$ cat config.mk
export PLATFORM = sky130hd
export DESIGN_NAME = otsu_ctrl
export DESIGN_NICKNAME = d
export VERILOG_FILES = /design/src/hw/rtl/otsu_pkg.sv /design/src/hw/rtl/otsu_ctrl.sv
export SDC_FILE = /design/constraint.sdc
export NUM_CORES = 1
export LEC_CHECK = 0
export BUFFER_PORTS_ARGS = -buffer_cell sky130_fd_sc_hd__buf_2
export CELL_PAD_IN_SITES_DETAIL_PLACEMENT = 1
export CELL_PAD_IN_SITES_GLOBAL_PLACEMENT = 2
export CORE_MARGIN = 2
export CORE_UTILIZATION = 21
export DETAILED_ROUTE_END_ITERATION = 10
export GPL_TIMING_DRIVEN = 0
export PLACE_DENSITY = 0.76
export SLEW_MARGIN = 0
export SYNTH_ARGS = -nofsm -noshare
export SYNTH_HDL_FRONTEND = slang
export SYNTH_SLANG_ARGS = --single-unit
$ cat constraint.sdc
create_clock -name clk -period 1.25 [get_ports clk]
set_clock_uncertainty 0.05 [all_clocks]
set_input_delay 0.25 -clock clk [delete_from_list [all_inputs] [get_ports clk]]
set_output_delay 0.25 -clock clk [all_outputs]
set_load 0.02 [all_outputs]
$ cat src/hw/rtl/otsu_pkg.sv
// ----------------------------------------------------------------------------
// otsu_pkg
// Shared widths, payload types, state and command encodings for the Otsu
// threshold finder.
// ----------------------------------------------------------------------------
package otsu_pkg;

  // Image size limit: up to 2^PIXEL_COUNT_BITS pixels per image
  localparam int PIXEL_COUNT_BITS = 20;
  localparam int NBINS            = 256;
  localparam int BIN_W            = 8;
  localparam int CNT_W            = PIXEL_COUNT_BITS + 1;  // pixel count, bin count
  localparam int SUM_W            = CNT_W + BIN_W;         // intensity sums
  localparam int PROD_W           = SUM_W + CNT_W;         // sb*N, wb*S, |D|
  localparam int SQ_W             = 2 * PROD_W;            // D^2
  localparam int DEN_W            = 2 * CNT_W;             // wb*wf
  localparam int MUL_A_W          = SQ_W;
  localparam int MUL_B_W          = PROD_W;
  localparam int MUL_P_W          = SQ_W + DEN_W;          // cross products

  typedef struct packed {
    logic [BIN_W-1:0] pixel;
    logic             last_pixel;
  } pix_in_t;

  typedef struct packed {
    logic [BIN_W-1:0] threshold;
    logic             split_found;
  } res_out_t;

  typedef enum logic [2:0] {
    MUL_X,
    MUL_Y,
    MUL_D2,
    MUL_DEN,
    MUL_LHS,
    MUL_RHS
  } mul_op_t;

  typedef enum logic [2:0] {
    ST_RUN,
    ST_RD,
    ST_ACC,
    ST_MSTART,
    ST_MWAIT,
    ST_CMP,
    ST_NEXT,
    ST_DONE
  } otsu_state_t;

  typedef struct packed {
    logic    hold_in;
    logic    scan_start;
    logic    rd;
    logic    acc;
    logic    mul_start;
    logic    mul_store;
    mul_op_t op;
    logic    cmp;
    logic    t_inc;
    logic    finish;
  } otsu_cmd_t;

  typedef struct packed {
    logic ingest_last;
    logic wb_zero;
    logic wf_zero;
    logic t_last;
    logic mul_done;
    logic res_busy;
  } otsu_sts_t;

endpackage

$ cat src/hw/rtl/otsu_ctrl.sv
// ----------------------------------------------------------------------------
// otsu_ctrl
// Sequencer: runs the pixel intake, then steps the threshold scan through
// bin reads and the product chain for each candidate.
// ----------------------------------------------------------------------------
module otsu_ctrl (
  input  logic                  clk,
  input  logic                  rst,
  input  otsu_pkg::otsu_sts_t   sts,
  output otsu_pkg::otsu_cmd_t   cmd
);
  import otsu_pkg::*;

  otsu_state_t state;
  otsu_state_t state_next;
  mul_op_t     op;
  mul_op_t     op_next;

  always_ff @(posedge clk) begin
    if (rst) begin
      state <= ST_RUN;
      op    <= MUL_X;
    end else begin
      state <= state_next;
      op    <= op_next;
    end
  end

  // next state
  always_comb begin
    state_next = state;
    op_next    = op;
    unique case (state)
      ST_RUN: begin
        if (sts.ingest_last) state_next = ST_RD;
      end
      ST_RD: state_next = ST_ACC;
      ST_ACC: begin
        if (sts.wb_zero) begin
          state_next = ST_NEXT;
        end else if (sts.wf_zero) begin
          state_next = ST_DONE;
        end else begin
          state_next = ST_MSTART;
          op_next    = MUL_X;
        end
      end
      ST_MSTART: state_next = ST_MWAIT;
      ST_MWAIT: begin
        if (sts.mul_done) begin
          state_next = ST_MSTART;
          unique case (op)
            MUL_X:   op_next = MUL_Y;
            MUL_Y:   op_next = MUL_D2;
            MUL_D2:  op_next = MUL_DEN;
            MUL_DEN: op_next = MUL_LHS;
            MUL_LHS: op_next = MUL_RHS;
            MUL_RHS: state_next = ST_CMP;
            default: op_next = MUL_X;
          endcase
        end
      end
      ST_CMP: state_next = ST_NEXT;
      ST_NEXT: begin
        state_next = sts.t_last ? ST_DONE : ST_RD;
      end
      ST_DONE: begin
        if (!sts.res_busy) state_next = ST_RUN;
      end
      default: state_next = ST_RUN;
    endcase
  end

  // commands
  always_comb begin
    cmd            = '0;
    cmd.op         = op;
    cmd.hold_in    = (state != ST_RUN) || sts.ingest_last;
    unique case (state)
      ST_RUN:    cmd.scan_start = sts.ingest_last;
      ST_RD:     cmd.rd         = 1'b1;
      ST_ACC:    cmd.acc        = 1'b1;
      ST_MSTART: cmd.mul_start  = 1'b1;
      ST_MWAIT:  cmd.mul_store  = sts.mul_done;
      ST_CMP:    cmd.cmp        = 1'b1;
      ST_NEXT:   cmd.t_inc      = !sts.t_last;
      ST_DONE:   cmd.finish     = !sts.res_busy;
      default:   cmd.rd         = 1'b0;
    endcase
  end

endmodule

Word level (Yosys, flattened, before mapping)
Index checks and enable logic that the tools add are counted.
Storage, ports and cells
  word-level logic and storage cells: 50
  RAM bits: 0
  output and inout port bits: 12
  memories: 0
  input port bits: 8
  flip-flop bits (word level): 6
  bits in latches: 0
  ROM bits: 0
Operators by class
  bitwise operators: 0
  multiplexer cells: 21
  reductions and logical operators: 9
  $add $sub $neg: 0
  shifts and indexed selects: 0
  multipliers: 0
  $lt $le $gt $ge: 0
  divide/modulo/power cells: 0
  equal/unequal tests: 18
Operators with widths (count)
  $mux 3: 10
  $pmux 3 s8: 1
  $eq 3x3->1 const B: 6
  $pmux 3 s6: 1
  $eq 3x2->1 const B: 4
  $ne 2x2->1 const B: 6
  $mux 1: 8
  $eq 3x1->1 const B: 2
  $logic_not 3->1: 2
  $pmux 3 s2: 1
  $reduce_and 5->1: 1
  $reduce_and 3->1: 1
  $reduce_bool 3->1: 1
  $logic_not 1->1: 2
  $reduce_bool 2->1: 1
  $logic_or 1x1->1: 1

Logic depth before layout (Yosys ltp)
  depth in word-level cells: 4
  depth in mapped cells: 4
  gate-level depth less buffers: 3

Worst setup path after synthesis
Ideal clock, no wire load.
  path type: flip-flop to output port
  start point: register state[1]
  end point: output cmd[11] (netlist bit)
  path slack: -0.154 ns
  cell stages (with the launch flop): 3
  arrival: 1.104 ns
  data required time: 0.950 ns
  path buffers: 1
  cell sequence: dfxtp_1 > buf_2 > or4_1
RTL lines
  start: declaration: RTL line otsu_ctrl.sv:14  | otsu_state_t state;
  start signal: assignment: RTL line otsu_ctrl.sv:24  | state <= state_next;
  end: declaration: RTL line otsu_ctrl.sv:10  | output otsu_pkg::otsu_cmd_t cmd

==> flow_metrics.env <==
export IMPL_outcome="finished with violations"
export IMPL_violations="setup timing"
export IMPL_rrSetupSlack_ns=-0.17
export IMPL_busiest_layer="met2"
export IMPL_worst_setup_path_start_kind="flop"
export IMPL_cts_buffers_inserted=3
export IMPL_area_growth_pct=108
export IMPL_tightestPinTransition_ns=0.261
export IMPL_initial_core_util_pct=21.9
export IMPL_syn_area_um2=474
export IMPL_yosysTopAreaCell="dfxtp_1"
export IMPL_setup_violations=15
export IMPL_syn_nets=67
export IMPL_switching_power_uw=369
export IMPL_use_met2_pct=28.2
export IMPL_drc=0
export IMPL_die_area_mm2=0.00265
export IMPL_maxSlewHeadroom_pct=82.5
export IMPL_critPathMostFrequentCell="buf_6"
export IMPL_synthAdderAreaFrac_pct=0
export IMPL_clkTransAtPathRegs_ns=0.04
export IMPL_netlist_instances=59
export IMPL_routedWlPerCell_um=15.8
export IMPL_synth_top_family_by_area="simple AND/OR/NAND/NOR gates"
export IMPL_leakage_uw=0.000403
export IMPL_hp_start="rst"
export IMPL_cpLargestDelayFamily="simple AND/OR/NAND/NOR gates"
export IMPL_synth_area_leaders="dfxtp_1, nand2b_1, nor2_1"
export IMPL_die_height_um=51.5
export IMPL_hold_viol=0
export IMPL_place_port_buffers=19
export IMPL_pwr_share_comb_pct=60.8
export IMPL_critPathCaptureType="output pin"
export IMPL_h_tree_depth=1
export IMPL_firstDrtPassIters=4
export IMPL_r2r_start="state[0]"
export IMPL_routed_wl_mm=1.96
export IMPL_crit_chain="buf_6 -> or4_4 -> buf_6"
export IMPL_vias=607
export IMPL_fmax_mhz=612
export IMPL_worstSkewPairLatency_ns=0.24
export IMPL_viasPerCell=4.90
export IMPL_grt_pass1_wl_mm=3.14
export IMPL_hold_buffers=0
export IMPL_hpwl_mm=1.18
export IMPL_first_global_vias=632
export IMPL_arrival_ns=1.33
export IMPL_critPathSlowestCell="or4_4"
export IMPL_cts_sinks=6
export IMPL_synth_top_area_share_pct=25.3
export IMPL_synth_main_ff_cell="dfxtp_1"
export IMPL_critPathRequiredTime_ns=0.95
export IMPL_met3_usage_pct=5.46
export IMPL_cp_max_fo=3
export IMPL_synth_ff_latch_count=6
export IMPL_hold_path_depth=2
export IMPL_grt_max_degree=11
export IMPL_yosysSeqAreaShare_pct=25.3
export IMPL_rsz0062_at_grt="yes"
export IMPL_yosysWarnings=0
export IMPL_drt_iter0_drc=1
export IMPL_io_pins=20
export IMPL_rr_worst_depth=5
export IMPL_cts_buffer_depth=2
export IMPL_clkPwrFrac_pct=16.5
export IMPL_p_sw_share_pct=35.3
export IMPL_cts_tree="built"
export IMPL_min_to="state[2]"
export IMPL_synth_xor_xnor_area_share_pct=0
export IMPL_rows=17
export IMPL_die_x_um=51.5
export IMPL_synth_simple_area_share_pct=41.4
export IMPL_seq_power_share_pct=22.7
export IMPL_peakVddDrop_mv=0.413
export IMPL_grt_use_met1_pct=19.9
export IMPL_power_density_mw_per_mm2=1060
export IMPL_grt_total_usage_pct=16.5
export IMPL_cp_buffers_inverters=2
export IMPL_critical_path_depth=3
export IMPL_final_antenna_net_count=0
export IMPL_drive_gt1_share_pct=69.8
export IMPL_muxShareOfSynthArea_pct=4.22
export IMPL_fin_ws_ns=-0.384
export IMPL_cap_violations=0
export IMPL_min_path_type="in2reg"
export IMPL_synth_cell_type_count=31
export IMPL_dp_slack_ns=-0.196
export IMPL_nets=106
export IMPL_worstSetupPathType="reg2out"
export IMPL_synth_edf_count=0
export IMPL_antenna_found_initial=0
export IMPL_cts_root_buf="clkbuf_4"
export IMPL_slew_viol_final=0
export IMPL_reg2reg_to="op[1]"
export IMPL_post_route_period_util_pct=131
export IMPL_grt_ovfl_total=0
export IMPL_min_period_ns=1.63
export IMPL_avgSynthCellArea_um2=8.04
export IMPL_core_mm2=0.00217
export IMPL_crit_start="state[0]"
export IMPL_insertedDiodeCount=0
export IMPL_synthArstFlopShare_pct=0
export IMPL_synth_compound_area_share_pct=23.2
export IMPL_post_route_util_pct=45.4
export IMPL_gp_congestion=0.704
export IMPL_slowest_delay_ns=0.50
export IMPL_power_internal_uw=675
[cells in the mapped netlist (all sizes together), types with 2 or more instances]
cell type  number
mux2i           2
nand2           4
nand3           2
nor3b           2
a21oi           5
buf             3
nor2            7
dfxtp           6
inv             2
nor2b           2
and3            2
nand2b          5
[worst max path at each step]
stage / end
after detailed placement: cmd[11]
after floorplan: cmd[11]
after global routing: cmd[11]
final: cmd[11]
after global placement: cmd[11]
after CTS: cmd[11]
[metal layers]
metal	vias up	routed length, µm
li1	296	-
met1	293	824
met2	16	1040
met3	2	68
met4	0	27
met5	-	0
[sequential cells by signal, indices dropped and copies added, names as in the netlist]
name	flops
op	3
state	3
[kinds of logic after synthesis]
logic type             Yosys count
DFF                              6
buffers and inverters            5
AOI/OAI and AO/OA               14
muxes                            2
and+or+nand+nor                 32
[area by class of cell]
| class | instances | area (µm²) |
|---|---|---|
| Sequential cell | 6 | 134 |
| Timing Repair Buffer | 34 | 295 |
| Multi-Input combinational cell | 48 | 444 |
| Fill cell | 264 | 1180 |
| Clock buffer | 3 | 22.5 |
| Inverter | 2 | 12.5 |
| Buffer | 3 | 41.3 |
| Tap cell | 28 | 35.0 |
[metrics by stage]
stage | area (µm²) | power [µW] | hold slack [ns] | setup TNS (ns) | std cells
final | 985 | 1040 | 0.272 | -2.78 | 124
after global routing | 985 | 1120 | 0.270 | -3.54 | 124
after CTS | 890 | 985 | 0.261 | -3.11 | 122
after detailed placement | 618 | 533 | 0.476 | -0.644 | 106
after global placement | 618 | 529 | 0.470 | -0.554 | 106
after floorplan | 488 | 442 | 0.268 | -0.0396 | 59
[power groups by stage]
stage / registers (µW) / logic [µW] / clock network, µW
2_1_floorplan: 228 / 213 / 0
3_3_place_gp: 236 / 293 / 0
3_5_place_dp: 238 / 295 / 0
4_1_cts: 234 / 564 / 186
5_1_grt: 239 / 674 / 204
6_report: 237 / 634 / 173
[what timing repair did]
item	4_1_cts	5_1_grt
buffers inserted	17	4
gates resized for setup	40	22
setup endpoints to repair	13	16
pin swaps	9	8
[cell usage in the layout, fill, tap and decap left out, types with 2 or more instances in the layout]
| cell | n |
|---|---|
| buf_6 | 15 |
| buf_2 | 10 |
| buf_4 | 9 |
| nor2_1 | 4 |
| nand2b_4 | 3 |
| nor2_4 | 3 |
| a21oi_1 | 3 |
| nand2_1 | 3 |
| clkbuf_4 | 3 |
| dfxtp_4 | 3 |
| buf_8 | 2 |
| and3_4 | 2 |
| nand3_2 | 2 |
| nand2b_1 | 2 |
| nor2b_1 | 2 |
| a21oi_2 | 2 |
| nor3b_1 | 2 |
| dfxtp_2 | 2 |
Note: power is estimated with default switching activity, not from simulation.
